===== src/rtl/core/fts_pkg.sv =====
`default_nettype none
package fts_pkg;

  localparam int CFG_IDX_W  = 8;
  localparam int CFG_DATA_W = 16;

  typedef struct packed {
    logic [7:0] primary_byte;
    logic [7:0] copy_byte;
    logic       last_byte;
  } fts_in_t;

  typedef struct packed {
    logic        item_kind;
    logic [15:0] bad_cluster_number;
    logic [15:0] free_total;
    logic [15:0] bad_total;
    logic [15:0] reserved_total;
    logic [15:0] end_marker_total;
    logic [15:0] allocated_total;
    logic [23:0] mismatch_total;
    logic [15:0] entry_zero;
    logic [15:0] entry_one;
    logic        media_differs;
    logic        final_item;
  } fts_out_t;

  typedef struct packed {
    logic [CFG_IDX_W-1:0]  wr_index;
    logic [CFG_DATA_W-1:0] wr_data;
  } fts_cfg_wr_t;

  typedef enum logic [CFG_IDX_W-1:0] {
    CFG_FAT16_MODE    = 8'd0,
    CFG_CLUSTER_LIMIT = 8'd1,
    CFG_COMPARE       = 8'd2,
    CFG_MEDIA         = 8'd3
  } cfg_reg_t;

  typedef struct packed {
    logic        fat16_mode;
    logic [15:0] cluster_limit;
    logic        compare_copies;
    logic [7:0]  media_byte;
  } fts_cfg_t;

  // running totals of the current table
  typedef struct packed {
    logic [15:0] free_cnt;
    logic [15:0] bad_cnt;
    logic [15:0] rsv_cnt;
    logic [15:0] eoc_cnt;
    logic [15:0] alloc_cnt;
    logic [23:0] mismatch_cnt;
    logic [15:0] entry_zero;
    logic [15:0] entry_one;
  } fts_stats_t;

  typedef enum logic [1:0] {
    EMIT_IDLE,
    EMIT_RD,
    EMIT_LOAD,
    EMIT_SUM
  } emit_state_t;

  localparam logic ITEM_LIST    = 1'b0;
  localparam logic ITEM_SUMMARY = 1'b1;

  localparam logic [11:0] F12_RSV_LO = 12'hFF0;
  localparam logic [11:0] F12_RSV_HI = 12'hFF6;
  localparam logic [11:0] F12_BAD    = 12'hFF7;
  localparam logic [11:0] F12_EOC    = 12'hFF8;
  localparam logic [15:0] F16_BAD    = 16'hFFF7;
  localparam logic [15:0] F16_EOC    = 16'hFFF8;

  localparam logic [15:0] CNT_MAX      = 16'hFFFF;
  localparam logic [23:0] MISMATCH_MAX = 24'hFFFFFF;
  localparam logic [16:0] ENTRY_SAT    = 17'h10000;

  localparam logic [15:0] CLUSTER_LIMIT_RST = 16'd1;
  localparam logic [7:0]  MEDIA_RST         = 8'hF0;

  function automatic logic [15:0] sat_inc(input logic [15:0] v);
    sat_inc = (v == CNT_MAX) ? v : v + 16'd1;
  endfunction

endpackage
`default_nettype wire


===== src/rtl/core/fts_scan.sv =====
`default_nettype none
module fts_scan import fts_pkg::*; #(
  parameter int BAD_LIST_DEPTH = 32,
  localparam int FW = $clog2(BAD_LIST_DEPTH + 1),
  localparam int AW = (BAD_LIST_DEPTH > 1) ? $clog2(BAD_LIST_DEPTH) : 1
) (
  input  wire logic            clk,
  input  wire logic            rst_n,
  input  wire fts_cfg_t        cfg,
  input  wire logic            take,
  input  wire fts_in_t         in_data,
  input  wire logic            clear,
  output logic                 last_pending,
  output fts_stats_t           stats,
  output logic [FW-1:0]        fill,
  output logic                 ram_we,
  output logic [AW-1:0]        ram_waddr,
  output logic [15:0]          ram_wdata
);
  logic           in_vld_r;
  fts_in_t        in_r;
  logic [1:0]     pos_r, pos_nxt;
  logic [15:0]    pend_r, pend_nxt;
  logic [16:0]    idx_r, idx_nxt;
  fts_stats_t     st_r, st_nxt;
  logic [FW-1:0]  fill_r, fill_nxt;

  logic           ent_vld;
  logic [15:0]    ent;
  logic           is_free, is_bad, is_rsv, is_eoc;

  always_ff @(posedge clk) begin
    if (!rst_n) begin
      in_vld_r <= 1'b0;
      pos_r    <= 2'd0;
      pend_r   <= 16'd0;
      idx_r    <= 17'd0;
      st_r     <= '0;
      fill_r   <= '0;
    end else begin
      in_vld_r <= take;
      pos_r    <= pos_nxt;
      pend_r   <= pend_nxt;
      idx_r    <= idx_nxt;
      st_r     <= st_nxt;
      fill_r   <= fill_nxt;
    end
  end

  always_ff @(posedge clk) begin
    if (take) begin
      in_r <= in_data;
    end
  end

  // entry assembly from the byte stream
  always_comb begin
    ent_vld  = 1'b0;
    ent      = 16'd0;
    pos_nxt  = pos_r;
    pend_nxt = pend_r;
    if (clear) begin
      pos_nxt  = 2'd0;
      pend_nxt = 16'd0;
    end else if (in_vld_r) begin
      if (cfg.fat16_mode) begin
        if (pos_r == 2'd1) begin
          ent_vld = 1'b1;
          ent     = {in_r.primary_byte, pend_r[7:0]};
          pos_nxt = 2'd0;
        end else begin
          pend_nxt = {8'd0, in_r.primary_byte};
          pos_nxt  = 2'd1;
        end
      end else begin
        case (pos_r)
          2'd0: begin
            pend_nxt = {8'd0, in_r.primary_byte};
            pos_nxt  = 2'd1;
          end
          2'd1: begin
            ent_vld  = 1'b1;
            ent      = {4'd0, in_r.primary_byte[3:0], pend_r[7:0]};
            pend_nxt = {in_r.primary_byte, pend_r[7:0]};
            pos_nxt  = 2'd2;
          end
          default: begin
            ent_vld = 1'b1;
            ent     = {4'd0, in_r.primary_byte, pend_r[15:12]};
            pos_nxt = 2'd0;
          end
        endcase
      end
    end
  end

  always_comb begin
    is_free = (ent == 16'd0);
    if (cfg.fat16_mode) begin
      is_bad = (ent == F16_BAD);
      is_rsv = 1'b0;
      is_eoc = (ent >= F16_EOC);
    end else begin
      is_bad = (ent[11:0] == F12_BAD);
      is_rsv = (ent[11:0] >= F12_RSV_LO) && (ent[11:0] <= F12_RSV_HI);
      is_eoc = (ent[11:0] >= F12_EOC);
    end
  end

  always_comb begin
    idx_nxt  = idx_r;
    st_nxt   = st_r;
    fill_nxt = fill_r;
    ram_we   = 1'b0;
    if (clear) begin
      idx_nxt  = 17'd0;
      st_nxt   = '0;
      fill_nxt = '0;
    end else if (in_vld_r) begin
      if (cfg.compare_copies && (in_r.primary_byte != in_r.copy_byte) &&
          (st_r.mismatch_cnt != MISMATCH_MAX)) begin
        st_nxt.mismatch_cnt = st_r.mismatch_cnt + 24'd1;
      end
      if (ent_vld) begin
        if (idx_r == 17'd0) begin
          st_nxt.entry_zero = ent;
        end else if (idx_r == 17'd1) begin
          st_nxt.entry_one = ent;
        end else if (idx_r <= {1'b0, cfg.cluster_limit}) begin
          if (is_free) begin
            st_nxt.free_cnt = sat_inc(st_r.free_cnt);
          end else if (is_bad) begin
            st_nxt.bad_cnt = sat_inc(st_r.bad_cnt);
            if (fill_r < FW'(BAD_LIST_DEPTH)) begin
              ram_we   = 1'b1;
              fill_nxt = fill_r + 1'b1;
            end
          end else if (is_rsv) begin
            st_nxt.rsv_cnt = sat_inc(st_r.rsv_cnt);
          end else if (is_eoc) begin
            st_nxt.eoc_cnt   = sat_inc(st_r.eoc_cnt);
            st_nxt.alloc_cnt = sat_inc(st_r.alloc_cnt);
          end else begin
            st_nxt.alloc_cnt = sat_inc(st_r.alloc_cnt);
          end
        end
        if (idx_r != ENTRY_SAT) begin
          idx_nxt = idx_r + 17'd1;
        end
      end
    end
  end

  // a trailing partial group is left in pos/pend and wiped by the clear
  assign ram_waddr    = fill_r[AW-1:0];
  assign ram_wdata    = idx_r[15:0];
  assign last_pending = in_vld_r & in_r.last_byte;
  assign stats        = st_r;
  assign fill         = fill_r;
endmodule
`default_nettype wire


===== config.mk =====
export PLATFORM = sky130hd
export DESIGN_NAME = fts_scan
export DESIGN_NICKNAME = d
export VERILOG_FILES = /design/src/rtl/core/fts_pkg.sv /design/src/rtl/core/fts_scan.sv
export SDC_FILE = /design/constraint.sdc
export NUM_CORES = 1
export LEC_CHECK = 0
export BUFFER_PORTS_ARGS = -buffer_cell sky130_fd_sc_hd__buf_2
export CAP_MARGIN = 0
export CELL_PAD_IN_SITES_DETAIL_PLACEMENT = 0
export CELL_PAD_IN_SITES_GLOBAL_PLACEMENT = 1
export CORE_ASPECT_RATIO = 0.5
export CORE_MARGIN = 1.5
export CORE_UTILIZATION = 30
export CTS_BUF_LIST = sky130_fd_sc_hd__clkbuf_4 sky130_fd_sc_hd__clkbuf_8
export DETAILED_ROUTE_END_ITERATION = 7
export PLACE_DENSITY = 0.63
export SLEW_MARGIN = 40
export SYNTH_ARGS = -nofsm -noshare
export SYNTH_HDL_FRONTEND = slang
export SYNTH_SLANG_ARGS = --single-unit

===== constraint.sdc =====
create_clock -name clk -period 2.7 [get_ports clk]
set_clock_uncertainty 0.05 [all_clocks]
set_input_delay 0.135 -clock clk [delete_from_list [all_inputs] [get_ports clk]]
set_output_delay 0.135 -clock clk [all_outputs]
set_load 0.02 [all_outputs]

# ---- Word level (Yosys, flattened, before mapping)
# Index checks and enable logic that the tools add are counted.
dict set report totals {
  regBits 195
  latchBits 0
  ramBits 0
  rom_bits 0
  input_bits 47
  output_inout_bits 165
  memories 0
}
dict set report op_classes {
  n_addsub 8
  n_mul 0
  div_mod_pow 0
  magnitude_cmp 6
  n_eq_ne 13
  shift 0
  mux 28
  bitwise 13
  reduce_logical 21
}
# op count
set op_table {}
lappend op_table {{16-bit == test, second input constant} 6}
lappend op_table {{16-bit 2-to-1 mux} 6}
lappend op_table {{16-bit by 1-bit adder with 16-bit output, second input constant} 5}
lappend op_table {{16-bit one-hot mux with 2 select lines} 1}
lappend op_table {{24-bit by 1-bit adder with 24-bit output, second input constant} 1}
lappend op_table {{12-bit >= comparator, second input constant} 2}
lappend op_table {{24-bit inequality test, second input constant} 1}
lappend op_table {{12-bit one-hot mux with 2 select lines} 1}
lappend op_table {{1-bit 2-to-1 mux} 18}
lappend op_table {{9-bit AND reduction} 2}
lappend op_table {{17-bit by 1-bit adder with 17-bit output, second input constant} 1}
lappend op_table {{17-bit by 1-bit == test with 1-bit output, second input constant} 1}
lappend op_table {{17-bit by 16-bit <= comparator with 1-bit output} 1}
lappend op_table {{17-bit logical NOT} 1}
lappend op_table {{17-bit inequality test, second input constant} 1}
lappend op_table {{16-bit >= comparator, second input constant} 1}
lappend op_table {{16-bit logical NOT} 1}
lappend op_table {{8-bit AND reduction} 2}
lappend op_table {{12-bit == test, second input constant} 1}
lappend op_table {{12-bit <= comparator, second input constant} 1}
lappend op_table {{1-bit NOT} 12}
lappend op_table {{3-bit AND reduction} 4}
lappend op_table {{10-bit AND reduction} 1}
lappend op_table {{8-bit inequality test} 1}
lappend op_table {{other kinds (15)} 17}

# ---- Depth between registers and ports, before layout
dict set report depth {
  depth_word 15
  ltp_mapped 11
  mapped_depth_nobuf 9
}

# ---- Worst setup path before layout
# OpenSTA, ideal clock, no wires.
dict set report synth_path {
  path_type {register -> register}
  from {reg idx_r[4]}
  to {reg st_r (netlist bit stats[130])}
  arrival_time_ns 2.630
  path_slack_ns -0.050
  path_stages_with_launch 10
  path_buffers 1
  period_less_slack_ns 2.750
  path_cell_list {dfxtp_1 -> ha_1 -> nand3_1 -> or3_1 -> o22a_1 -> or2_2 -> nand4bb_1 -> clkbuf_1 -> or4_1 -> a21oi_1}
}
dict set report synth_via {
  elab_chain_len 3
  elab_cells_between_ends 6
  classes_between {order compare (1); eq/ne (1); bitwise (2); reduce/logical (2)}
}
# item line
set synth_lines {}
lappend synth_lines {{start: declaration} fts_scan.sv:24} ;# logic [16:0] idx_r, idx_nxt;
lappend synth_lines {{start signal: assignment} fts_scan.sv:44} ;# idx_r <= idx_nxt;
lappend synth_lines {{branches (longest 2 deep; another with 17-bit by 16-bit <= comparator with 1-bit output)} --}
lappend synth_lines {{7-bit AND reduction (no line) (*)} --}
lappend synth_lines {{end signal: assignment} fts_scan.sv:45} ;# st_r <= st_nxt;
lappend synth_lines {{end: declaration} fts_scan.sv:25} ;# fts_stats_t st_r, st_nxt;
# Mark *: on every way between the ends.
# A chain may end at the register's enable or synchronous reset.

# ---- Worst setup path in the final report
dict set report layout_path {
  from {reg pos_r[1]}
  to {out ram_we}
}
dict set report layout_via {
  elab_chain_len 15
  elab_cells_between_ends 24
  classes_between {eq/ne (3); mux (19); reduce/logical (2)}
}
# item line
set layout_lines {}
lappend layout_lines {{start: declaration} fts_scan.sv:22} ;# logic [1:0] pos_r, pos_nxt;
lappend layout_lines {{start signal: assignment} fts_scan.sv:42} ;# pos_r <= pos_nxt;
lappend layout_lines {{2-bit by 1-bit == test with 1-bit output / 2-bit logical NOT (equally long branches)} {fts_scan.sv:67, fts_scan.sv:76}}
lappend layout_lines {{12-bit one-hot mux with 2 select lines / 16-bit 2-to-1 mux (equally long branches)} {fts_scan.sv:76, fts_scan.sv:67}}
lappend layout_lines {{16-bit 2-to-1 mux} fts_scan.sv:66} ;# if (cfg.fat16_mode) begin
lappend layout_lines {{16-bit 2-to-1 mux} fts_scan.sv:65} ;# end else if (in_vld_r) begin
lappend layout_lines {{16-bit 2-to-1 mux} fts_scan.sv:62} ;# if (clear) begin
lappend layout_lines {{16-bit == test / 12-bit == test (equally long branches)} {fts_scan.sv:100, fts_scan.sv:104}}
lappend layout_lines {{1-bit 2-to-1 mux} fts_scan.sv:99} ;# if (cfg.fat16_mode) begin
lappend layout_lines {{1-bit 2-to-1 mux} fts_scan.sv:132} ;# end else if (is_bad) begin
lappend layout_lines {{1-bit 2-to-1 mux} fts_scan.sv:130} ;# if (is_free) begin
lappend layout_lines {{1-bit 2-to-1 mux} fts_scan.sv:129} ;# end else if (idx_r <= {1'b0, cfg.cluster_limit}) begin
lappend layout_lines {{1-bit 2-to-1 mux} fts_scan.sv:127} ;# end else if (idx_r == 17'd1) begin
lappend layout_lines {{1-bit 2-to-1 mux} fts_scan.sv:125} ;# if (idx_r == 17'd0) begin
lappend layout_lines {{1-bit 2-to-1 mux (*)} fts_scan.sv:124} ;# if (ent_vld) begin
lappend layout_lines {{1-bit 2-to-1 mux (*)} fts_scan.sv:119} ;# end else if (in_vld_r) begin
lappend layout_lines {{1-bit 2-to-1 mux (*)} fts_scan.sv:115} ;# if (clear) begin
lappend layout_lines {{end: declaration} fts_scan.sv:16} ;# output logic ram_we,
# Every way passes the cells marked *; elsewhere a longest branch is shown, timed or not.

==> results_dict.tcl <==
set metrics [dict create \
    core_sq_um 31500 \
    ys_seq_elements 191 \
    synth_edf_count 17 \
    place_area_sq_um 11700 \
    cts_made_buffers 17 \
    max_slew_margin_pct 45.1 \
    grt_max_degree 63 \
    critPathSlowestCell "dfxtp_4" \
    required_ns 2.52 \
    cts_max_path_buffers 2 \
    cp_top_family "simple AND/OR/NAND/NOR gates" \
    seq_area_frac_synth_pct 41.7 \
    crit_chain "buf_4 -> nand3b_1 -> a22oi_1 -> nand4_1 -> nor4_4 -> buf_6 -> buf_12 -> and3_4 -> buf_6" \
    final_antenna_net_count 0 \
    cts_max_level 4 \
    violations "setup timing" \
    leakagePower_uw 0.00526 \
    final_util_pct 41.6 \
    rrSetupSlack_ns -0.08 \
    grt_pass1_wl_um 47200 \
    layout-drive-gt1-share_pct 32.2 \
    worstPathArrival_ns 2.60 \
    numPortBuffers 203 \
    max_cap_viol_count 0 \
    cp_slowest_stage_delay_ns 0.38 \
    n_antenna_cell 0 \
    gp_congestion 0.901 \
    rows 46 \
    clock_latency_ns 0.49 \
    drt-pass1-iter-count 5 \
    overflow 0 \
    fin_crit_sh_pct 103 \
    start_kind "flip-flop" \
    worst-path-buf-inv 4 \
    synth_cell_types 63 \
    die-area_sq_um 33100 \
    critPathMostFrequentCell "buf_6" \
    fin_ws_ns -0.0840 \
    design_area_sq_um 13100 \
    worstPathMaxFanout 8 \
    grtUsageTotal_pct 17.8 \
    p_per_area_nw_per_um2 394 \
    vias 9375 \
    cts_root_buf "clkbuf_8" \
    fin_crit_ns 2.78 \
    dpl.hpwl_um 22200 \
    grt_pass1_vias 8650 \
    rsz0062_at_grt "true" \
    syn_nets 1213 \
    final_net_count 1507 \
    worstSetupPathType "flip-flop to output port" \
    synth_cells 1140 \
    cts_tree "done" \
    hp-class "primary input to flip-flop" \
    synth_area_per_cell_sq_um 8.41 \
    synth_area_sq_um 9590 \
    end_kind "output port" \
    fillCellCount 3244 \
    area_delta_synth_final_pct 37.0 \
    dieWidth_um 256 \
    path_clk_slew_ns 0.10 \
    synth_top_flop_cell "dfxtp_1" \
    drt_wl_total_um 30700 \
    ios 212 \
    slew_viol_final 0 \
    status "complete, but fails checks" \
    routed_via_density 4.99 \
    cts_sinks 191 \
    yosysWarnings 0 \
    floorplan.initialDensity_pct 30.4 \
    drc 0 \
    hold_viol 0 \
    drt_iter0_drc 607 \
    max_freq_mhz 359 \
    dieHeight_um 129 \
    synthArstFlopShare_pct 0 \
    grt_antenna_before_repair 0 \
    irDropWorstVdd_v 0.000300 \
    setup_viol 16 \
    tightest_slew_ns 0.824 \
    routedWlPerCell_um 16.4 \
]
-- repair_timing --
action	CTS	global route
resized for setup	33	84
endpoints found under the setup margin	62	104
hold endpoints to repair	18	2
cloned	1	4
pin swaps	13	37
buffers inserted	7	14
hold buffers	18	1
-- metrics by stage --
step	setup TNS [ns]	cells	hold WS, ns	power (uW)	worst slack (ns)
3_5_place_dp	-4.92	1801	0.266	3220	-0.218
3_3_place_gp	-1.51	1801	0.263	3220	-0.150
4_1_cts	-0.694	1859	0.00960	5250	-0.141
2_1_floorplan	0	1140	0.184	3090	0.00459
5_1_grt	-3.40	1879	0.0192	5400	-0.172
6_report	-0.610	1879	0.0467	5180	-0.0840
-- placed cells by master, fill, tap and decap left out, types with 4 or more instances in the layout --
cell	instances
or3_4	7
o21ai_0	37
a211oi_1	4
or3_1	42
buf_6	13
nand3_4	6
and3_1	19
nor3_1	21
dlygate4sd3_1	19
or4_1	17
or4_4	5
nor4_1	10
o31ai_1	16
nand3b_1	12
inv_1	32
buf_12	12
edfxtp_1	17
nor2_1	92
buf_4	107
clkbuf_8	21
a22oi_1	5
ha_1	20
a21oi_2	18
nand2b_1	15
nand3_1	53
clkinv_4	4
dfxtp_2	6
o21ai_1	13
dfxtp_1	167
a21oi_1	84
and2_1	19
buf_2	203
and4_1	14
nand2_1	106
nand4_1	49
xor2_1	29
ha_4	6
mux2i_1	27
xnor2_1	8
nand3_2	4
-- final timing paths --
check,startpoint,end,depth (start not counted)
setup / recovery,pos_r[1],ram_we,9
hold / removal,take,in_r[9],1
setup reg to reg,idx_r[6],stats[84],11
hold reg to reg,stats[11],stats[11],2
-- logic make-up (layout without fill, tap and decap cells) --
group	after synthesis	after routing	share of synthesized area, %
buf+inv	117	423	5.65
simple gates	524	525	29.4
flops	191	191	41.7
xor+xnor	38	38	3.47
mux	27	27	2.82
fa+ha+maj	26	26	3.39
compound gates	217	217	13.6
-- worst reg2reg max path: stages (launching register included) --
cell and delay (ns):
dfxtp_2 0.35, ha_4 0.27, nand4_1 0.12, or3_4 0.38
buf_6 0.12, mux2i_1 0.12, a211o_2 0.19, buf_12 0.15
nand3b_1 0.23, buf_6 0.22, or4_4 0.46, nand2_1 0.08
-- sequential cells by signal, indices dropped and copies added, names as in the netlist --
signal,cells
in_r,17
pos_r,2
idx_r,17
in_vld_r,1
fill,6
pend_r,12
stats,136
-- power breakdown --
group          total (uW)  switching, uW  leakage [uW]  internal [uW]
Clock                1980           1110      0.000210            867
Combinational         298            169       0.00348            128
Sequential           2910           22.2       0.00157           2880
-- cell type report --
type,instances,area [sq um],share of cell area (%)
timing repair buffer,359,2500,19.0
clock inverter,9,98.8,0.753
sequential,191,4010,30.5
clock buffer,23,304,2.31
multi-input combinational,833,5570,42.4
tap,432,541,4.12
inverter,32,120,0.914
-- routing by layer --
layer / GRT usage [%] / routed length (um)
met5: 0 / 0
met4: 4.73 / 483
met3: 3.89 / 1170
met2: 30.1 / 14700
met1: 23.3 / 14400
-- cell usage after synthesis, types with 4 or more instances --
cell,count,area share [%]
nand2_1,107,4.2
nor3_1,24,1.3
nand2b_1,16,1.0
o21ai_1,10,0.52
ha_1,26,3.4
and4_1,14,1.3
nand4_1,49,3.2
a21oi_1,102,5.3
nand3_1,60,3.1
mux2i_1,27,2.8
buf_2,13,0.68
dfxtp_1,174,36
nor3b_1,4,0.31
and3_1,20,1.3
o21ai_0,42,2.2
nor4_1,14,0.91
xnor2_1,9,0.82
nor2_1,92,3.6
xor2_1,29,2.6
or4_1,22,1.7
nor2b_1,5,0.33
nand3b_1,12,0.94
and2_1,19,1.2
a211oi_1,4,0.31
buf_4,23,1.8
clkbuf_1,47,1.8
o31ai_1,20,1.6
or3_1,49,3.2
a22oi_1,5,0.39
edfxtp_1,17,5.3
inv_1,32,1.3
Power figures use the tool's default switching activity.
