## src/rtl/core/fts_ram.sv

```systemverilog
`default_nettype none
module fts_ram #(
  parameter int WIDTH = 16,
  parameter int DEPTH = 32,
  localparam int AW = (DEPTH > 1) ? $clog2(DEPTH) : 1
) (
  input  wire logic             clk,
  input  wire logic             we,
  input  wire logic [AW-1:0]    waddr,
  input  wire logic [WIDTH-1:0] wdata,
  input  wire logic [AW-1:0]    raddr,
  output logic      [WIDTH-1:0] rdata
);
  logic [WIDTH-1:0] mem [DEPTH];
  logic [WIDTH-1:0] rdata_r;

  always_ff @(posedge clk) begin
    if (we) begin
      mem[waddr] <= wdata;
    end
    rdata_r <= mem[raddr];
  end

  assign rdata = rdata_r;
endmodule
`default_nettype wire

```

## config.mk

```make
export PLATFORM = sky130hd
export DESIGN_NAME = fts_ram
export DESIGN_NICKNAME = d
export VERILOG_FILES = /design/src/rtl/core/fts_ram.sv
export SDC_FILE = /design/constraint.sdc
export NUM_CORES = 1
export LEC_CHECK = 0
export ABC_AREA = 1
export BUFFER_PORTS_ARGS = -buffer_cell sky130_fd_sc_hd__buf_2
export CORE_UTILIZATION = 49
export CTS_CLUSTER_SIZE = 16
export DETAILED_ROUTE_END_ITERATION = 10
export HOLD_SLACK_MARGIN = 0.1
export PLACE_DENSITY = 0.66
export SLEW_MARGIN = 20
export SYNTH_ARGS = -nofsm -noshare
export SYNTH_HDL_FRONTEND = slang
export SYNTH_SLANG_ARGS = --single-unit
```

## constraint.sdc

```tcl
create_clock -name clk -period 5 [get_ports clk]
set_input_delay 1 -clock clk [delete_from_list [all_inputs] [get_ports clk]]
set_output_delay 1 -clock clk [all_outputs]
set_load 0.01 [all_outputs]
```

# Word-level counts from Yosys, hierarchy flattened
# Memory sizes are Yosys's and may differ from the RTL's. A register that Yosys moved wholly into a read port is not among the register bits.
# Index checks and enable logic that the tools add are counted.
# word_totals
memories	1
in_bits	28
ramBits	512
output_inout_bits	16
elab_cells	3
regBits	0
# memory_table
memory	depth	width	read_ports	rd_clocked_by_memory_dff	wr	line_no	rtl
mem	32	16	1	1	1	14	logic [WIDTH-1:0] mem [DEPTH];
# op_classes
mux	2
# ops
cell	count
$mux 1	2

# Longest topological paths before layout
# Gate-level depths: netlist of the first run.
# depth
ltp_word	2
depth_mapped	12
mapped_depth_nobuf	9

# Worst setup path before layout of the first run
# No wires, ideal clock.
# synth_path
path_kind	input to register
startpoint	input waddr[0]
endpoint	memory mem[0][0], enable pin
required_ps	4612
stages	3
arrival_ps	1994
setup_ps	388
n_path_buf	0
slack_ps	2617
cell_sequence	inv_1 nand3_1 nor2_1
# synth_rtl
item	line_no	rtl
start, declared	9	input wire logic [AW-1:0] waddr,
end, declared	14	
# Straight into the memory's write port.

==> results of run 1 <==
[logic make-up (layout without fill, tap and decap cells)]
kind of cell | count (synthesis) | count (layout) | synth area share
buffers and inverters | 118 | 189 | 0.0377
AND/OR/NAND/NOR | 1148 | 1148 | 0.226
flip-flops | 528 | 528 | 0.737
other | 0 | 1 | 0
[final timing paths]
check / start / endpoint / cells after the start
worst min-delay path: mem[6][6] / rdata[6] / 8
worst min register to register: mem[6][6] / rdata[6] / 8
worst max-delay path: raddr[0] / rdata[8] / 11
worst max register to register: mem[30][12] / rdata[12] / 8
[power by group]
group	total, mW	switching [mW]	internal, mW
Clock	3.70	1.61	2.09
Sequential	4.94	0.0200	4.92
Combinational	0.566	0.425	0.141
Total	9.21	2.06	7.15
[per-stage QoR]
step,hold WS [ns],cell area (um2)
after detailed placement,0.741,21900
final,0.743,23500
after global routing,0.832,23500
after CTS,0.749,23500
after floorplan,0.688,21300
after global placement,0.726,21900
[sequential cells by signal (all words and copies together) (netlist names)]
register	count
rdata	16
mem	512
[layout make-up]
type | count | area, um2
multi-input combinational | 1148 | 4860
timing repair buffer | 81 | 562
tap | 585 | 732
fill | 3612 | 19500
sequential | 528 | 15700
clock buffer | 74 | 1430
clock inverter | 24 | 169
inverter | 10 | 47.5
antenna | 1 | 2.50
[layout by cell type (no fill, tap or decap)]
master / n
buf_12: 4
inv_2: 1
inv_4: 1
clkbuf_1: 19
clkbuf_16: 53
buf_4: 35
buf_2: 41
inv_6: 3
dfxtp_1: 16
nand3_1: 396
inv_1: 7
clkinv_1: 10
bufinv_16: 2
nor2_4: 8
inv_8: 1
diode_2: 1
edfxtp_1: 512
clkinv_2: 9
nor2_1: 24
nand2_1: 720
clkbuf_8: 3
[critical path: stages]
cell	delay [ns]
clkbuf_8	0.24
inv_8	0.56
buf_4	0.39
nand2_1	0.09
nand3_1	0.07
nand3_1	0.10
nand2_1	0.11
nand2_1	0.06
nand2_1	0.07
nand2_1	0.09
nand2_1	0.10
[per-layer routing]
metal | vias up | GRT usage | routed length (um)
li1 | 6301 | - | -
met1 | 6754 | 0.330 | 22100
met2 | 536 | 0.398 | 25400
met3 | 87 | 0.0456 | 3900
met4 | 0 | 0.0747 | 1210
met5 | - | 0 | 0
==> summary.md, run 1 <==
| Metric | Value |
|---|---|
| Post-route ant nets | `0` |
| Synth Area per Inst | `about 12 um2` |
| Synth top area share | `0.722` |
| Cell Count Post-Placement | `2352` |
| LEAKAGE | `roughly 8.6 nW` |
| Largest net degree at the start of global routing | `about 150` |
| Total wire length | `approximately 53000 um` |
| Ranking of synthesized cells by area | `edfxtp_1 72%, nand2_1 13%, nand3_1 9.3%, dfxtp_1 1.5%, buf_6 1.3%` |
| Final Hold Fails | `0` |
| Slew of the pin with the lowest slew margin | `roughly 1.1 ns` |
| H-tree depth | `2` |
| Final nets | `approximately 1800` |
| Post-synth top area cell | `edfxtp_1` |
| Post-synth EDFFs | `between 500 and 600` |
| Pre-CTS setup slack | `between 1.5 and 2 ns` |
| Ports | `44` |
| CTS tree | `built` |
| Post-Syn Nets | `roughly 1800` |
| Die area | `around 0.044 mm2` |
| Post-synth top cells | `720 x nand2_1, 512 x edfxtp_1, 396 x nand3_1` |
| Most common cell in the netlist | `nand2_1` |
| # DRC | `0` |
| Vias per cell | `between 5 and 6` |
| Ys flop type | `edfxtp_1` |
| PwrDens | `392 mW/mm2` |
| Via count | `between 10000 and 15000` |
| Final setup violation count | `0` |
| Ratio of final minimum period to clock period | `0.523` |
| Seq/Total Area, Yosys | `0.737` |
| Fmax | `~380 MHz` |
| Clk buf depth | `3` |
| WL/cell | `between 20 and 25 um` |
| Die Span Y | `211 um` |
| First-pass GRT wire length | `80300 um` |
| GP Congestion | `~0.8` |
| Layout Skew | `between 0.02 and 0.025 ns` |
| Die W | `211 um` |
| Root buf cell | `clkbuf_16` |
| Synthesized flop and latch total | `roughly 530` |
| Reg2reg setup slack | `~3.7 ns` |
| Req. time, crit path | `5.55 ns` |
| Mapped cell area | `0.0213 mm2` |
| Drt initial violations | `1448` |
| First-pass iteration count of the detailed router | `8` |
| Async S/R FF share, synth | `0` |
| Setup ws final | `2.38 ns` |
| Slew Limit Fails | `0` |
| Worst-path maximum fanout | `150` |
| Buffers on Ports | `43` |
| Row cnt | `76` |
| Max-cap viol count | `0` |
| Peak VDD IR | `a little over 0.0003 V` |
| Core Box Area | `between 0.04 and 0.05 mm2` |
| Outcome | `completed` |
| Setup Fix Bufs, Post-CTS | `0` |
| Syn. warnings | `0` |
| Worst EP arrival | `3.17 ns` |
| CP Class | `input port to flip-flop` |
| Worst rel slew slack | `0.291` |
| Worst setup EP type | `flip-flop` |
| Post-layout minimum cycle time | `approximately 2.6 ns` |
| Cts repair resizes | `0` |
| Total track usage | `0.243` |
| Total chip power | `slightly above 9 mW` |
| Antenna violations before repair | `1` |
| Initial Util | `0.496` |
| Final core occ | `0.547` |
| Synth cell types | `15` |
| Layout area overhead | `10.3%` |
| Hold-fix buffers, CTS | `0` |
| Clk slew on worst S/H paths | `around 0.060 ns` |
| Overflow after GRT | `0` |
| Cells after Synth | `roughly 1800` |
| CTS sink count | `about 530` |
| RSZ-0062 raised after global routing | `false` |
| CTS Buf Count | `between 50 and 60` |
| Worst hold path class | `flip-flop to flip-flop` |
| Post-route insts no fill | `between 2000 and 2500` |
| Hpwl dp | `between 20000 and 30000 um` |
| Setup crit start kind | `input port` |
| Worst skew pair latency | `a little over 0.6 ns` |
| Number of global-route vias before repair | `roughly 13000` |
| Setup TNS Final | `0 ns` |
| Ratio of cells with drive above 1 in the final layout | `0.0863` |
No activity file was read; power rests on OpenSTA's default activity.
==> run 2: changes to the inputs <==
==> constraint.sdc (replaced) <==
create_clock -name clk -period 2.75 [get_ports clk]
set_input_delay 0.55 -clock clk [delete_from_list [all_inputs] [get_ports clk]]
set_output_delay 0.55 -clock clk [all_outputs]
set_load 0.01 [all_outputs]
==> summary.md, run 2 (synthesized netlist as in run 1, its figures left out) <==
| Metric | Value |
|---|---|
| First-pass GRT wire length | `79900 um (-0.51%)` |
| Number of global-route vias before repair | `13300 (-0.69%)` |
| Worst-path maximum fanout | `1 (-99%)` |
| Pint | `13.3 mW (+86%)` |
| WHS Endpoint | `rdata[6]` |
| CTS tree | `built` |
| Worst-path cell chain | `buf_2` |
| Buffers on Ports | `43 (unchanged)` |
| Core Box Area | `0.0430 mm2 (unchanged)` |
| PwrDens | `713 mW/mm2 (+82%)` |
| Crit-path slowest cell | `dfxtp_1` |
| Most common cell after layout, fill and taps aside | `nand2_1` |
| Layout area overhead | `11.9%` |
| Worst EP arrival | `1.19 ns (-1.98 ns)` |
| CP Buf/Inv Count | `1 (-2)` |
| FF-to-FF End | `rdata[15]` |
| Worst skew pair latency | `0.60 ns (about the same)` |
| CTS sink count | `528 (unchanged)` |
| Vias per cell | `5.52 (-1.0%)` |
| Worst rel slew slack | `0.422 (+0.131)` |
| Commonest non-fill, non-tap cells in the layout | `720 x nand2_1, 512 x edfxtp_1, 396 x nand3_1` |
| Initial Util | `0.496 (unchanged)` |
| Hold-fix buffers, CTS | `0 (unchanged)` |
| WL/cell | `21.1 um (-1.5%)` |
| Layout Skew | `0.0169 ns (-0.00654 ns)` |
| Setup TNS Final | `0 ns (unchanged)` |
| Area of the multi-input gates | `0.00482 mm2 (-0.82%)` |
| Worst setup EP type | `primary output` |
| # DRC | `0 (unchanged)` |
| Total track usage | `0.242 (-0.00106)` |
| Largest Register | `mem` |
| Pre-CTS setup slack | `0.447 ns (-1.32 ns)` |
| Total wire length | `52400 um (-0.42%)` |
| Slew of the pin with the lowest slew margin | `0.867 ns (-0.197 ns)` |
| Setup ws final | `1.01 ns (-1.37 ns)` |
| Fmax | `about 570 MHz` |
| Worst hold path class | `input port to flip-flop` |
| Seq pwr share | `0.529 (-0.007)` |
| Largest net degree at the start of global routing | `119 (-21%)` |
| Final core occ | `0.555 (+0.00792)` |
| Reg2reg setup slack | `1.51 ns (-2.16 ns)` |
| Clock Power Share | `0.409 (+0.007)` |
| Clk buf depth | `3 (unchanged)` |
| Root buf cell | `clkbuf_16` |
| H-tree depth | `2 (unchanged)` |
| Req. time, crit path | `2.20 ns (-3.35 ns)` |
| Ratio of final minimum period to clock period | `0.633` |
| Die area | `0.0443 mm2 (unchanged)` |
| Hpwl dp | `29100 um (+1.1%)` |
| Drt initial violations | `1445 (-0.21%)` |
| Worst R2R Path Depth | `8 (unchanged)` |
| Cts repair resizes | `0 (unchanged)` |
| Max-cap viol count | `0 (unchanged)` |
| Post-layout minimum cycle time | `1.74 ns` |
| Row cnt | `76 (unchanged)` |
| Hold path startpoint | `raddr[4]` |
| Die Span Y | `211 um (unchanged)` |
| Via count | `13700 (+0.058%)` |
| Total chip power | `17.0 mW (+85%)` |
| GP Congestion | `0.816 (+3.3%)` |
| LEAKAGE | `8.83 nW (+2.4%)` |
| Dominant delay contributor by cell family on the critical path | `flip-flops` |
| Final nets | `1876 (+1.5%)` |
| Final setup violation count | `0 (unchanged)` |
| Die W | `211 um (unchanged)` |
| Setup Fix Bufs, Post-CTS | `0 (unchanged)` |
| Outcome | `completed` |
| Overflow after GRT | `0 (unchanged)` |
| Net Switching | `3.73 mW (+81%)` |
| R2r startpoint | `mem[17][15]` |
| Antenna violations before repair | `3 (+2)` |
| Setup crit start kind | `flip-flop` |
| Fillers | `3665 (+1.5%)` |
| Peak VDD IR | `0.000524 V (+74%)` |
| Ports | `44 (unchanged)` |
| RSZ-0062 raised after global routing | `false` |
| Post-route ant nets | `0 (unchanged)` |
| CP Class | `flip-flop to primary output` |
| CP max stage delay | `0.42 ns (-0.14 ns)` |
| Final Hold Fails | `0 (unchanged)` |
| Sw Share | `0.220 (-0.00415)` |
| First-pass iteration count of the detailed router | `5 (-3)` |
| Clk slew on worst S/H paths | `0.06 ns (about the same)` |
| Logic pwr share | `0.062 (about the same)` |
| Ratio of cells with drive above 1 in the final layout | `0.101 (+0.0146)` |
| Hold path depth | `3 (-5)` |
| Storage cell area | `0.0157 mm2 (unchanged)` |
| Max reg flops | `512 (unchanged)` |
| Slew Limit Fails | `0 (unchanged)` |
| CTS Buf Count | `54 (+3.8%)` |
run 2: cell count changes in the layout (fill, tap and decap cells not counted), moves of 3 or more:
cell,change
buf_12,+8
clkbuf_1,-3
nor2_2,+8
nor2_4,-8
buf_4,+17
clkbuf_8,+5
run 2: worst max path at each step:
stage,end,startpoint,cells past startpoint
CTS,rdata[12],rdata[12],1
detailed placement,rdata[8],raddr[0],11
global placement,rdata[8],raddr[0],11
global route,rdata[8],raddr[0],11
finish,rdata[11],rdata[11],1
floorplan,mem[0][0],waddr[0],3
run 2: final cells by class:
cell class                 count  area share
sequential                   528       0.658
tap                          585      0.0307
clock buffer                  78      0.0643
inverter                      10     0.00199
antenna                        1    0.000105
timing repair buffer         106      0.0356
clock inverter                22     0.00646
multi-input combinational   1148       0.202
run 2: stage by stage:
| stage | std cells | hold WS, ns | instance area (um2) |
|---|---|---|---|
| final | 2478 | 0.424 | 23800 |
| after global routing | 2478 | 0.422 | 23800 |
| after CTS | 2477 | 0.387 | 23800 |
| after detailed placement | 2377 | 0.733 | 22100 |
| after global placement | 2377 | 0.732 | 22100 |
| after floorplan | 1794 | 0.649 | 21300 |
run 2: metal layers:
layer / global-route usage / share of wire / wire (um) / vias to the layer above
li1: - / - / - / 6354
met1: 0.328 / 0.41 / 21700 / 6664
met2: 0.395 / 0.48 / 25300 / 570
met3: 0.0404 / 0.073 / 3820 / 96
met4: 0.0880 / 0.031 / 1610 / 2
met5: 0 / 0.00025 / 13 / -
run 2: power by group through the flow:
stage	logic, mW	clock network (mW)	registers (mW)
floorplan	0.622	0	9.15
global placement	1.03	0	9.15
detailed placement	1.05	0	9.15
CTS	1.05	7.06	8.98
global route	1.16	7.36	8.99
finish	1.05	6.95	8.98
run 2: worst min-delay path: cells and delay by family:
kind | cells | cell delay, ns
buffers and inverters | 1 | 0.24
and+or+nand+nor | 2 | 0.18
==> run 3: changes to the inputs <==
==> constraint.sdc (replaced) <==
create_clock -name clk -period 1.7 [get_ports clk]
set_input_delay 0.34 -clock clk [delete_from_list [all_inputs] [get_ports clk]]
set_output_delay 0.34 -clock clk [all_outputs]
set_load 0.01 [all_outputs]
==> summary.md, run 3 (synthesized netlist as in run 1, its figures left out) <==
| Metric | Value |
|---|---|
| Hold path depth | `1 (-2)` |
| Req. time, crit path | `1.36 ns (-0.84 ns)` |
| Max reg flops | `512 (unchanged)` |
| Layout Skew | `0.0189 ns (+0.00200 ns)` |
| Number of global-route vias before repair | `13100 (-1.7%)` |
| CP Buf/Inv Count | `1 (unchanged)` |
| Die area | `0.0443 mm2 (unchanged)` |
| Antenna violations before repair | `3 (unchanged)` |
| Ports | `44 (unchanged)` |
| Overflow after GRT | `0 (unchanged)` |
| Die W | `211 um (unchanged)` |
| Worst R2R Path Depth | `8 (unchanged)` |
| Slew Limit Fails | `0 (unchanged)` |
| PwrDens | `1120 mW/mm2 (+57%)` |
| Row cnt | `76 (unchanged)` |
| Final setup violation count | `0 (unchanged)` |
| Setup Fix Bufs, Post-CTS | `0 (unchanged)` |
| Setup crit start kind | `flip-flop` |
| CTS tree | `built` |
| Worst skew pair latency | `0.60 ns (about the same)` |
| Net Switching | `6.04 mW (+62%)` |
| Clock Power Share | `0.401 (-0.008)` |
| CTS sink count | `528 (unchanged)` |
| Slew of the pin with the lowest slew margin | `0.693 ns (-0.174 ns)` |
| Total wire length | `53400 um (+1.9%)` |
| Hold-fix buffers, CTS | `0 (unchanged)` |
| Storage cell area | `0.0157 mm2 (unchanged)` |
| Clk slew on worst S/H paths | `0.06 ns (about the same)` |
| Most common cell after layout, fill and taps aside | `nand2_1` |
| RSZ-0062 raised after global routing | `false` |
| Drt initial violations | `1342 (-7.1%)` |
| Ratio of cells with drive above 1 in the final layout | `0.124 (+0.0233)` |
| Worst-path maximum fanout | `1 (unchanged)` |
| Largest net degree at the start of global routing | `65 (-45%)` |
| Worst setup EP type | `primary output` |
| Sw Share | `0.221 (+0.00130)` |
| Peak VDD IR | `0.000895 V (+71%)` |
| Fin Hold WS | `0.209 ns (-0.215 ns)` |
| Layout area overhead | `15.0%` |
| CP max stage delay | `0.48 ns (+0.06 ns)` |
| Outcome | `completed` |
| LEAKAGE | `9.14 nW (+3.5%)` |
| Final nets | `1923 (+2.5%)` |
| Post-layout minimum cycle time | `roughly 1.6 ns` |
| Seq pwr share | `0.532 (+0.003)` |
| Worst EP arrival | `1.26 ns (+0.07 ns)` |
| Worst-path cell chain | `buf_2` |
| Reg2reg setup slack | `0.40 ns (-1.11 ns)` |
| Commonest non-fill, non-tap cells in the layout | `720 x nand2_1, 512 x edfxtp_1, 396 x nand3_1` |
| Via count | `13800 (+0.54%)` |
| H-tree depth | `2 (unchanged)` |
| Core Box Area | `0.0430 mm2 (unchanged)` |
| Logic pwr share | `0.067 (+0.005)` |
| Largest Register | `mem` |
| Crit-path slowest cell | `dfxtp_1` |
| First-pass iteration count of the detailed router | `5 (unchanged)` |
| Buffers on Ports | `43 (unchanged)` |
| CTS Buf Count | `52 (-3.7%)` |
| Root buf cell | `clkbuf_16` |
| Pint | `21.3 mW (+61%)` |
| Hpwl dp | `32600 um (+12%)` |
| Worst rel slew slack | `0.538 (+0.116)` |
| Ratio of final minimum period to clock period | `0.943` |
| Initial Util | `0.496 (unchanged)` |
| Dominant delay contributor by cell family on the critical path | `flip-flops` |
| First-pass GRT wire length | `80500 um (+0.75%)` |
| CP Class | `flip-flop to primary output` |
| WL/cell | `21.1 um (about the same)` |
| ANT cells | `0 (-1)` |
| Total chip power | `27.4 mW (+61%)` |
| Fmax | `slightly above 600 MHz` |
| Number of cells on the critical path | `1 (unchanged)` |
| Area of the multi-input gates | `0.00482 mm2 (unchanged)` |
| Die Span Y | `211 um (unchanged)` |
| Cts repair resizes | `0 (unchanged)` |
| Worst hold path class | `input port to flip-flop` |
| Final Hold Fails | `0 (unchanged)` |
| Fillers | `3545 (-3.3%)` |
| # DRC | `0 (unchanged)` |
| Post-route ant nets | `0 (unchanged)` |
| Clk buf depth | `3 (unchanged)` |
| GP Congestion | `0.847 (+3.8%)` |
| Max-cap viol count | `0 (unchanged)` |
| Vias per cell | `5.45 (-1.3%)` |
| Total track usage | `0.245 (+0.00360)` |
==> run 3: final timing paths <==
check             startpoint        end
setup / recovery    rdata[4]   rdata[4]
hold / removal      wdata[0]  mem[2][0]
setup reg to reg  mem[7][14]  rdata[14]
hold reg to reg   mem[18][1]   rdata[1]
==> run 3: cell type report <==
class / count / area share
well taps: 585 / 0.0299
clock inverters: 17 / 0.00501
clock buffers: 81 / 0.0621
inverters: 10 / 0.00194
multi-input cells: 1148 / 0.197
flip-flops and latches: 528 / 0.641
repair buffers: 155 / 0.0635
==> run 3: routing by layer <==
metal	up-vias	global-route usage	part of all wire	wire length, um
li1	6443	-	-	-
met1	6691	0.344	0.43	22800
met2	534	0.402	0.48	25500
met3	92	0.0323	0.070	3720
met4	0	0.0760	0.024	1310
met5	-	0	0	0
==> run 3: metrics by stage <==
step | area (um2) | setup WS [ns] | util | instances | setup TNS (ns)
6_report | 24500 | 0.0961 | 0.570 | 2524 | 0
5_1_grt | 24500 | 0.100 | 0.570 | 2524 | 0
4_1_cts | 24500 | 0.0957 | 0.570 | 2524 | 0
3_5_place_dp | 22900 | -0.128 | 0.532 | 2426 | -1.37
3_3_place_gp | 22900 | -0.0949 | 0.532 | 2426 | -1.61
2_1_floorplan | 21300 | -0.0228 | - | 1794 | -5.88
==> run 3: power groups by stage <==
stage	sequential, mW	clock (mW)	combinational (mW)
2_1_floorplan	14.8	0	1.01
3_3_place_gp	14.8	0	1.79
3_5_place_dp	14.8	0	1.82
4_1_cts	14.6	11.2	1.82
5_1_grt	14.6	11.6	2.00
6_report	14.6	11.0	1.83
