`config.mk`:
```
export PLATFORM = sky130hd
export DESIGN_NAME = fts_emit
export DESIGN_NICKNAME = d
export VERILOG_FILES = /design/src/rtl/core/fts_pkg.sv /design/src/rtl/core/fts_emit.sv
export SDC_FILE = /design/constraint.sdc
export NUM_CORES = 1
export LEC_CHECK = 0
export ABC_AREA = 1
export BUFFER_PORTS_ARGS = -buffer_cell sky130_fd_sc_hd__buf_2
export CORE_MARGIN = 2
export CORE_UTILIZATION = 40
export DETAILED_ROUTE_END_ITERATION = 10
export MAX_ROUTING_LAYER = met4
export PLACE_DENSITY = 0.77
export SYNTH_ARGS = -nofsm -noshare
export SYNTH_HDL_FRONTEND = slang
export SYNTH_SLANG_ARGS = --single-unit
```
`constraint.sdc`:
```
create_clock -name clk -period 5.35 [get_ports clk]
set_input_delay 1.605 -clock clk [delete_from_list [all_inputs] [get_ports clk]]
set_output_delay 1.605 -clock clk [all_outputs]
set_load 0.02 [all_outputs]
```
`src/rtl/core/fts_pkg.sv`:
```
`default_nettype none
package fts_pkg;

  localparam int CFG_IDX_W  = 8;
  localparam int CFG_DATA_W = 16;

  typedef struct packed {
    logic [7:0] primary_byte;
    logic [7:0] copy_byte;
    logic       last_byte;
  } fts_in_t;

  typedef struct packed {
    logic        item_kind;
    logic [15:0] bad_cluster_number;
    logic [15:0] free_total;
    logic [15:0] bad_total;
    logic [15:0] reserved_total;
    logic [15:0] end_marker_total;
    logic [15:0] allocated_total;
    logic [23:0] mismatch_total;
    logic [15:0] entry_zero;
    logic [15:0] entry_one;
    logic        media_differs;
    logic        final_item;
  } fts_out_t;

  typedef struct packed {
    logic [CFG_IDX_W-1:0]  wr_index;
    logic [CFG_DATA_W-1:0] wr_data;
  } fts_cfg_wr_t;

  typedef enum logic [CFG_IDX_W-1:0] {
    CFG_FAT16_MODE    = 8'd0,
    CFG_CLUSTER_LIMIT = 8'd1,
    CFG_COMPARE       = 8'd2,
    CFG_MEDIA         = 8'd3
  } cfg_reg_t;

  typedef struct packed {
    logic        fat16_mode;
    logic [15:0] cluster_limit;
    logic        compare_copies;
    logic [7:0]  media_byte;
  } fts_cfg_t;

  // running totals of the current table
  typedef struct packed {
    logic [15:0] free_cnt;
    logic [15:0] bad_cnt;
    logic [15:0] rsv_cnt;
    logic [15:0] eoc_cnt;
    logic [15:0] alloc_cnt;
    logic [23:0] mismatch_cnt;
    logic [15:0] entry_zero;
    logic [15:0] entry_one;
  } fts_stats_t;

  typedef enum logic [1:0] {
    EMIT_IDLE,
    EMIT_RD,
    EMIT_LOAD,
    EMIT_SUM
  } emit_state_t;

  localparam logic ITEM_LIST    = 1'b0;
  localparam logic ITEM_SUMMARY = 1'b1;

  localparam logic [11:0] F12_RSV_LO = 12'hFF0;
  localparam logic [11:0] F12_RSV_HI = 12'hFF6;
  localparam logic [11:0] F12_BAD    = 12'hFF7;
  localparam logic [11:0] F12_EOC    = 12'hFF8;
  localparam logic [15:0] F16_BAD    = 16'hFFF7;
  localparam logic [15:0] F16_EOC    = 16'hFFF8;

  localparam logic [15:0] CNT_MAX      = 16'hFFFF;
  localparam logic [23:0] MISMATCH_MAX = 24'hFFFFFF;
  localparam logic [16:0] ENTRY_SAT    = 17'h10000;

  localparam logic [15:0] CLUSTER_LIMIT_RST = 16'd1;
  localparam logic [7:0]  MEDIA_RST         = 8'hF0;

  function automatic logic [15:0] sat_inc(input logic [15:0] v);
    sat_inc = (v == CNT_MAX) ? v : v + 16'd1;
  endfunction

endpackage
`default_nettype wire

```
`src/rtl/core/fts_emit.sv`:
```
`default_nettype none
module fts_emit import fts_pkg::*; #(
  parameter int BAD_LIST_DEPTH = 32,
  localparam int FW = $clog2(BAD_LIST_DEPTH + 1),
  localparam int AW = (BAD_LIST_DEPTH > 1) ? $clog2(BAD_LIST_DEPTH) : 1
) (
  input  wire logic          clk,
  input  wire logic          rst_n,
  input  wire logic          start,
  input  wire logic [FW-1:0] fill,
  input  wire fts_stats_t    stats,
  input  wire logic [7:0]    media_byte,
  input  wire logic [15:0]   ram_rdata,
  output logic [AW-1:0]      ram_raddr,
  output logic               clear,
  output logic               busy,
  output logic               out_valid,
  output fts_out_t           out_data,
  input  wire logic          out_ready
);
  emit_state_t    state_r, state_nxt;
  logic [FW-1:0]  k_r, k_nxt;
  logic           out_vld_r, out_vld_nxt;
  fts_out_t       out_r, out_nxt;
  logic           out_free;
  logic           load;

  always_ff @(posedge clk) begin
    if (!rst_n) begin
      state_r   <= EMIT_IDLE;
      k_r       <= '0;
      out_vld_r <= 1'b0;
    end else begin
      state_r   <= state_nxt;
      k_r       <= k_nxt;
      out_vld_r <= out_vld_nxt;
    end
  end

  always_ff @(posedge clk) begin
    if (load) begin
      out_r <= out_nxt;
    end
  end

  assign out_free = ~out_vld_r | out_ready;

  always_comb begin
    state_nxt = state_r;
    k_nxt     = k_r;
    load      = 1'b0;
    clear     = 1'b0;
    out_nxt   = '0;
    case (state_r)
      EMIT_IDLE: begin
        if (start) begin
          k_nxt     = '0;
          state_nxt = EMIT_RD;
        end
      end
      EMIT_RD: begin
        // read data is registered: the data for the address set here is loaded in EMIT_LOAD
        if (k_r < fill) begin
          state_nxt = EMIT_LOAD;
        end else begin
          state_nxt = EMIT_SUM;
        end
      end
      EMIT_LOAD: begin
        out_nxt.item_kind          = ITEM_LIST;
        out_nxt.bad_cluster_number = ram_rdata;
        if (out_free) begin
          load      = 1'b1;
          k_nxt     = k_r + 1'b1;
          state_nxt = EMIT_RD;
        end
      end
      EMIT_SUM: begin
        out_nxt.item_kind        = ITEM_SUMMARY;
        out_nxt.free_total       = stats.free_cnt;
        out_nxt.bad_total        = stats.bad_cnt;
        out_nxt.reserved_total   = stats.rsv_cnt;
        out_nxt.end_marker_total = stats.eoc_cnt;
        out_nxt.allocated_total  = stats.alloc_cnt;
        out_nxt.mismatch_total   = stats.mismatch_cnt;
        out_nxt.entry_zero       = stats.entry_zero;
        out_nxt.entry_one        = stats.entry_one;
        out_nxt.media_differs    = (stats.entry_zero[7:0] != media_byte);
        out_nxt.final_item       = 1'b1;
        if (out_free) begin
          load      = 1'b1;
          clear     = 1'b1;
          state_nxt = EMIT_IDLE;
        end
      end
      default: begin
        state_nxt = EMIT_IDLE;
      end
    endcase
  end

  always_comb begin
    out_vld_nxt = out_vld_r;
    if (load) begin
      out_vld_nxt = 1'b1;
    end else if (out_ready) begin
      out_vld_nxt = 1'b0;
    end
  end

  assign ram_raddr = k_r[AW-1:0];
  assign busy      = (state_r != EMIT_IDLE);
  assign out_valid = out_vld_r;
  assign out_data  = out_r;
endmodule
`default_nettype wire

```
# After elaboration in Yosys (flattened, before gate mapping)
# Index checks and enable logic that the tools add are counted.
[totals] ff_bits=164 latch_bits=0 ram_bits=0 rom_bits=0 inputBits=170 output_inout_bits=163 word_cells=48 n_memories=0
[classes] add_sub_neg=1 mul=0 div_mod_pow=0 n_lt_le_gt_ge=1 n_eq_ne=7 shifts=0 n_mux=15 bitwise=2 reduce_logical=7
[ops] cell="6-bit two-way mux" n=2
[ops] cell="6-bit case mux with 2 select lines" n=1
[ops] cell="1-bit two-way mux" n=8
[ops] cell="8-bit inequality test" n=1
[ops] cell="2-bit case mux with 4 select lines" n=1
[ops] cell="6-bit by 1-bit adder with 6-bit output, second input constant" n=1
[ops] cell="6-bit < comparator" n=1
[ops] cell="2-bit two-way mux" n=3
[ops] cell="2-bit inequality test, second input constant" n=3
[ops] cell="3-bit AND reduction" n=2
[ops] cell="2-bit nonzero test" n=3
[ops] cell="2-bit == test, second input constant" n=2
[ops] cell="2-bit by 1-bit == test with 1-bit output, second input constant" n=1
[ops] cell="2-bit logical NOT" n=1
[ops] cell="2-bit OR reduction" n=1
[ops] cell="1-bit NOT" n=1
[ops] cell="1-bit OR" n=1

# Longest topological paths before layout
# Gate-level depths: netlist (run 1).
[depth] word_depth=5 mapped_depth=8

# Least setup slack after synthesis (run 1)
# Ideal clock, no wire load.
[synth_path] path_kind="input-to-reg" from="in out_ready" to="reg out_r, in the netlist out_data[0], enable pin" setup_time_ps=508 arrival_time_ps=4800 slack_ps=42 cell_stages=4 path_buffers=0 path_cell_list="inv_1 > nand2_1 > nand2_1 > inv_1"
[synth_via] elab_chain_cells=3
[synth_lines] item="from (decl)" line="fts_emit.sv:19" text="input wire logic out_ready"
[synth_lines] item="1-bit OR" line="fts_emit.sv:46" text="assign out_free = ~out_vld_r | out_ready;"
[synth_lines] item="1-bit two-way mux" line="fts_emit.sv:72, fts_emit.sv:90"
[synth_lines] item="1-bit two-way mux"
[synth_lines] item="net load" line="fts_emit.sv:26" text="logic load;"
[synth_lines] item="to (signal assigned)" line="fts_emit.sv:42" text="out_r <= out_nxt;"
[synth_lines] item="to (decl)" line="fts_emit.sv:24" text="fts_out_t out_r, out_nxt;"
# The timed path passes the listed nets, and every way through them passes these cells.
# A chain may end at the register's enable or synchronous reset.

# Final worst setup path (run 1)
[layout_path] from="in out_ready" to="out clear"
[layout_via] elab_chain_cells=3
[layout_lines] item="1-bit OR" line="fts_emit.sv:46"
[layout_lines] item="1-bit two-way mux" line="fts_emit.sv:90" text="if (out_free) begin"
[layout_lines] item="1-bit two-way mux" line="fts_emit.sv:54" text="case (state_r)"
[layout_lines] item="to (decl)" line="fts_emit.sv:15" text="output logic clear,"
# Every way passes these cells.

==> key figures, run 1 <==
Critical path
  – Slowest CP cell: buf_2
  – Critical-path cell list: buf_2, inv_1, nand2_1, nand2_1, nor2_1, buf_2
  – Reg2reg path depth: 3
  – Setup crit end: clear
  – Reg2reg start: state_r[1]
  – CP max stage delay: 0.17 ns
  – Worst flop-to-flop path endpoint: out_data[78]
  – CP Data Required Time: 3.74 ns
  – Worst Path Arrival: 2.24 ns
  – Crit Path Class: in2out
  – CP max FO: 4
  – Flop-to-flop setup slack: 3.28 ns
  – Setup crit start kind: input pin
  – CP Launch Point: out_ready
  – Crit. End Element: output port

Clocking
  – CTS tree: built
  – CTS buffer count: 17
  – Post-CTS Resized: 0
  – Post-CTS Setup Inserts: 0
  – Clock slew seen by the registers of the worst setup and hold paths: 0.07 ns
  – CTS sink count: 163
  – Hold_buf cts: 0
  – Root buffer cell: clkbuf_16
  – Clock latency on the worst-skew pair: 0.41 ns
  – Clock H-tree levels: 4
  – Clk buf depth: 2

Die
  – Total core area: 16000 sq um
  – Row count: 46
  – Die W: 132 um
  – Initial Utilization: 41.2%
  – Die ar.: 17500 sq um
  – Top Ports: 333
  – Die height: 132 um

Routing
  – Routed len/inst: 13.6 um
  – Vias per Instance: 4.19
  – Initial DRC Count: 241
  – Vias: 4834
  – Final wirelength: 15.7 mm
  – DR pass1 iterations: 4
  – Remaining DRCs: 0
  – Final antenna-violating net count: 0

Synth
  – Yosys cell types: 22
  – Cells after Synth: 589
  – Synth Register Bits: 163
  – Sequential fraction of the synthesis area: 72.9%
  – Net Count, Synth: 765
  – Synth Cell Area: 6590 sq um
  – Synthesized area per cell: 11.2 sq um
  – Yosys warns: 0

Global routing
  – GRT overflow: 0
  – Largest net degree at the start of global routing: 74
  – Number of global-route vias before repair: 4689
  – Initial antenna violation count: 3
  – Total GRT Usage: 18.3%
  – First-pass GRT wire length: 24.0 mm

Placement
  – Gpl congestion: 0.811
  – Buffers on Ports: 332
  – Final HPWL DP: 11.6 mm

Pwr
  – Final total power: 0.00306 W
  – Pwr dens: 340 nW/um^2
  – Clk pwr share: 36.8%
  – Sequential Power Share: 49.9%
  – Combinational Power Share: 13.2%
  – VDD IR max: 183 uV
  – Internal power: 0.00224 W
  – Switching Power: 0.000820 W
  – Leakage: 4.57 nW
  – Sw frac: 26.8%

STA
  – Clock Skew: 0.00867 ns
  – Setup violators final: 0
  – Worst Tran Pin Value: 0.724 ns
  – Worst slew margin: 51.7%
  – Period utilization: 71.8%
  – Tmin final: 3.84 ns
  – RSZ-0062 raised after global routing: false
  – Fmax: 260 MHz
  – Slew Viols, Final: 0
  – Hold Violations, Final: 0
  – Hold_ws: 0.515 ns
  – Fin Setup TNS: 0 ns

Cells and area
  – Nets: 1097
  – Area growth, synth to finish: 36.4%
  – Layout cells sized above 1: 39.8%
  – Fillcell total: 1374

Hold path
  – Hold Crit Class: reg2reg

Flow run
  – Total of max-cap violations: 0

Outcome
  – Status: complete, no violations
[cells in the final DEF, fill, tap and decap left out, types with 3 or more instances in the layout]
cell and n:
nand3_1 4, clkbuf_16 17, a21oi_1 10, ha_1 6
nand4_1 4, clkinv_4 4, inv_1 172, xnor2_1 4
inv_6 4, edfxtp_1 154, nand2_1 23, nor3_1 4
buf_2 332, clkinvlp_4 5, dfxtp_1 9, nor2_1 165
diode_2 3
[cell families (layout without fill, tap and decap cells)]
group	Yosys count	count (layout)	synth area share [%]
XOR/XNOR	6	6	0.797
flip-flops	163	163	72.9
AO/OA/AOI/OAI	12	12	0.911
AND/OR/NAND/NOR	206	206	12.2
other	0	3	0
adder cells (fa/ha/maj)	6	6	1.14
buffers and inverters	196	541	12.1
[worst max-delay path, delay by kind of cell]
family                 cells  cell delay, ns
and+or+nand+nor            3            0.36
buffers and inverters      3            0.28
[state kept, by name (all words and copies together) (netlist names)]
name and count:
k_r 6, out_valid 1, out_data 154, state_r 2
[routing by layer]
metal	global-route usage [%]	share of wire, %	routed length [um]
met3	5.15	6.7	1050
met2	31.7	52	8230
met1	19.9	39	6100
met5	-	0	0
met4	7.11	2.0	315
[how the worst min path moves through the flow]
stage | startpoint | end | slack, ns | cells after the start
after floorplan | k_r[5] | k_r[5] | 0.47 | 2
after global placement | k_r[5] | k_r[5] | 0.50 | 2
after detailed placement | k_r[5] | k_r[5] | 0.50 | 2
after CTS | k_r[5] | k_r[5] | 0.52 | 2
after global routing | k_r[5] | k_r[5] | 0.53 | 2
final | k_r[5] | k_r[5] | 0.51 | 2
[cell usage after synthesis]
master | number | area [sq um]
edfxtp_1 | 154 | 4620
clkbuf_1 | 1 | 3.75
xor2_1 | 2 | 17.5
xnor2_1 | 4 | 35.0
inv_1 | 173 | 649
o21ai_0 | 2 | 10.0
buf_6 | 3 | 33.8
a21oi_1 | 10 | 50.1
nand3_1 | 4 | 20.0
buf_2 | 12 | 60.1
inv_2 | 1 | 3.75
nor2_1 | 165 | 619
buf_4 | 6 | 45.0
nand2_2 | 1 | 6.26
and3_1 | 2 | 12.5
nand4_1 | 4 | 25.0
nor3_1 | 4 | 20.0
ha_1 | 6 | 75.1
nor2_2 | 1 | 6.26
dfxtp_1 | 9 | 180
or2_2 | 1 | 6.26
nand2_1 | 24 | 90.1
[power by group through the flow]
stage	clock [W]	sequential, W	combinational (W)
2_1_floorplan	0	0.00168	0.000115
3_3_place_gp	0	0.00155	0.000402
3_5_place_dp	0	0.00156	0.000408
4_1_cts	0.00115	0.00153	0.000409
5_1_grt	0.00121	0.00154	0.000437
6_report	0.00113	0.00153	0.000405
[area by class of cell]
class | count | area, sq um | area share (%)
Tap cell | 216 | 270 | 3.01
Timing Repair Buffer | 335 | 1700 | 18.9
Inverter | 174 | 658 | 7.32
Antenna cell | 3 | 7.51 | 0.0835
Clock inverter | 14 | 126 | 1.41
Multi-Input combinational cell | 230 | 1000 | 11.1
Sequential cell | 163 | 4800 | 53.4
Clock buffer | 18 | 429 | 4.77
[metrics by stage]
| stage | std cells | worst slack [ns] | utilization, % | instance area (sq um) |
|---|---|---|---|---|
| 2_1_floorplan | 589 | 0.0420 | - | 6590 |
| 3_3_place_gp | 1118 | 1.51 | 52.7 | 8430 |
| 3_5_place_dp | 1118 | 1.51 | 52.7 | 8430 |
| 4_1_cts | 1150 | 1.50 | 56.2 | 8990 |
| 5_1_grt | 1153 | 1.42 | 56.2 | 8990 |
| 6_report | 1153 | 1.51 | 56.2 | 8990 |
No activity file was read; power rests on OpenSTA's default activity.
==> run 2, diff against run 1 <==
Settings changed: PLACE_DENSITY 0.77 to 0.75.
Clock period 5.35 ns to 4 ns, I/O delays scaled along.
==> key figures, run 2 (synthesized netlist as in run 1, its figures left out) <==
Cells and area
  – Fillcell total: 1420
  – Fin cells: 1154
  – Nets: 1098
  – Layout cells sized above 1: 40.2%
  – Area growth, synth to finish: 37.1%
  – Leading cell type in the layout, fill and taps excluded: buf_2
  – Max reg flops: 154
  – Most frequent cells in the layout: 332 x buf_2, 171 x inv_1, 165 x nor2_1, 154 x edfxtp_1, 21 x nand2_1

Routing
  – Routed len/inst: 13.8 um
  – DR pass1 iterations: 5
  – Final antenna-violating net count: 0
  – Remaining DRCs: 0
  – Vias: 4869
  – Vias per Instance: 4.22
  – Final wirelength: 16.0 mm
  – Initial DRC Count: 221

Flow run
  – Total of max-cap violations: 0

Die
  – Die ar.: 17500 sq um
  – Initial Utilization: 41.2%
  – Die W: 132 um
  – Total core area: 16000 sq um
  – Top Ports: 333
  – Row count: 46
  – Die height: 132 um

Critical path
  – CP max FO: 4
  – Reg2reg start: state_r[1]
  – CP Data Required Time: 2.80 ns
  – Worst Path Arrival: 1.78 ns
  – Flop-to-flop setup slack: 2.13 ns
  – Worst flop-to-flop path endpoint: out_data[30]
  – Crit. End Element: output port
  – Setup crit start kind: input pin
  – Reg2reg path depth: 3
  – Crit Path Class: in2out

Pwr
  – Sequential Power Share: 49.5%
  – Sw frac: 26.1%
  – Switching Power: 0.00108 W
  – Pwr dens: 457 nW/um^2
  – VDD IR max: 264 uV
  – Internal power: 0.00305 W
  – Combinational Power Share: 13.3%
  – Leakage: 4.61 nW
  – Clk pwr share: 37.3%

Clocking
  – Root buffer cell: clkbuf_16
  – Clk buf depth: 2
  – Post-CTS Setup Inserts: 0
  – CTS buffer count: 17
  – CTS sink count: 163
  – Post-CTS Resized: 0
  – Clock H-tree levels: 4
  – CTS tree: built
  – Clock latency on the worst-skew pair: 0.41 ns
  – Clock slew seen by the registers of the worst setup and hold paths: 0.06 ns
  – Hold_buf cts: 0

STA
  – Fmax: 335 MHz
  – Worst Tran Pin Value: 0.741 ns
  – Setup violators final: 0
  – RSZ-0062 raised after global routing: false
  – Tmin final: 2.98 ns
  – Hold Violations, Final: 0
  – Worst slew margin: 50.6%
  – Period utilization: 74.6%
  – Hold_ws: 0.532 ns
  – Slew Viols, Final: 0
  – Clock Skew: 0.00968 ns

Global routing
  – First-pass GRT wire length: 24.8 mm
  – Total GRT Usage: 18.8%
  – Largest net degree at the start of global routing: 82
  – GRT overflow: 0
  – Number of global-route vias before repair: 4875
  – Initial antenna violation count: 2

Hold path
  – Worst hold path endpoint: k_r[0]
  – Hold Crit Start: k_r[0]
  – Hold Crit Class: reg2reg
  – Hold Path Cell Cnt: 1

Placement
  – Placed cells: 1119
  – Gpl congestion: 0.832
  – Final HPWL DP: 11.9 mm
  – Buffers on Ports: 332

Outcome
  – Status: complete, no violations
==> run 2: cell types whose count changed in the layout (fill, tap and decap cells not counted) <==
cell        delta
clkinv_2       +4
clkinvlp_4     -2
nand2_1        -2
nand2_4        +2
buf_12         +1
bufinv_16      +1
clkinv_4       -1
clkinv_8       -1
inv_1          -1
inv_12         +1
inv_6          -1
==> run 2: stage by stage <==
| stage | TNS (ns) | total power [W] | area (sq um) | setup WS (ns) | utilization [%] |
|---|---|---|---|---|---|
| 2_1_floorplan | -5.80 | 0.00240 | 6630 | -0.0377 | - |
| 3_3_place_gp | 0 | 0.00263 | 8480 | 1.01 | 53.0 |
| 3_5_place_dp | 0 | 0.00264 | 8480 | 1.01 | 53.0 |
| 4_1_cts | 0 | 0.00418 | 9030 | 1.01 | 56.5 |
| 5_1_grt | 0 | 0.00430 | 9040 | 0.947 | 56.5 |
| 6_report | 0 | 0.00413 | 9040 | 1.02 | 56.5 |
==> run 2: metal layers <==
layer	vias to the layer above	GRT usage, %	part of all wire [%]
li1	2454	-	-
met1	2168	20.5	38
met2	213	31.9	52
met3	34	5.57	7.6
met4	0	8.36	2.6
met5	-	-	0
==> run 2: power groups by stage <==
stage          clock network (W)  logic (W)  registers (W)
2_1_floorplan                  0   0.000157        0.00224
3_3_place_gp                   0   0.000549        0.00208
3_5_place_dp                   0   0.000553        0.00208
4_1_cts                  0.00157   0.000557        0.00205
5_1_grt                  0.00164   0.000597        0.00206
6_report                 0.00154   0.000548        0.00204
==> run 2: how the worst max path moves through the flow <==
stage | startpoint | slack, ns | depth (start not counted) | to
2_1_floorplan | out_ready | -0.04 | 4 | out_data[0]
3_3_place_gp | out_ready | 1.01 | 6 | clear
3_5_place_dp | out_ready | 1.01 | 6 | clear
4_1_cts | out_ready | 1.01 | 6 | clear
5_1_grt | out_ready | 0.95 | 6 | clear
6_report | out_ready | 1.02 | 6 | clear
==> run 2: cell type report <==
class                      instances  area, sq um  share of cell area, %
antenna                            3         7.51                 0.0830
clock buffer                      18          429                   4.75
clock inverter                    14          129                   1.43
inverter                         174          669                   7.40
multi-input combinational        230         1020                   11.2
sequential                       163         4800                   53.1
tap                              216          270                   2.99
timing repair buffer             336         1720                   19.0
==> run 2: critical path: stages <==
cell,delay [ns]
buf_2,0.16
inv_12,0.03
nand2_4,0.07
nand2_4,0.06
nor2_1,0.09
buf_2,0.16
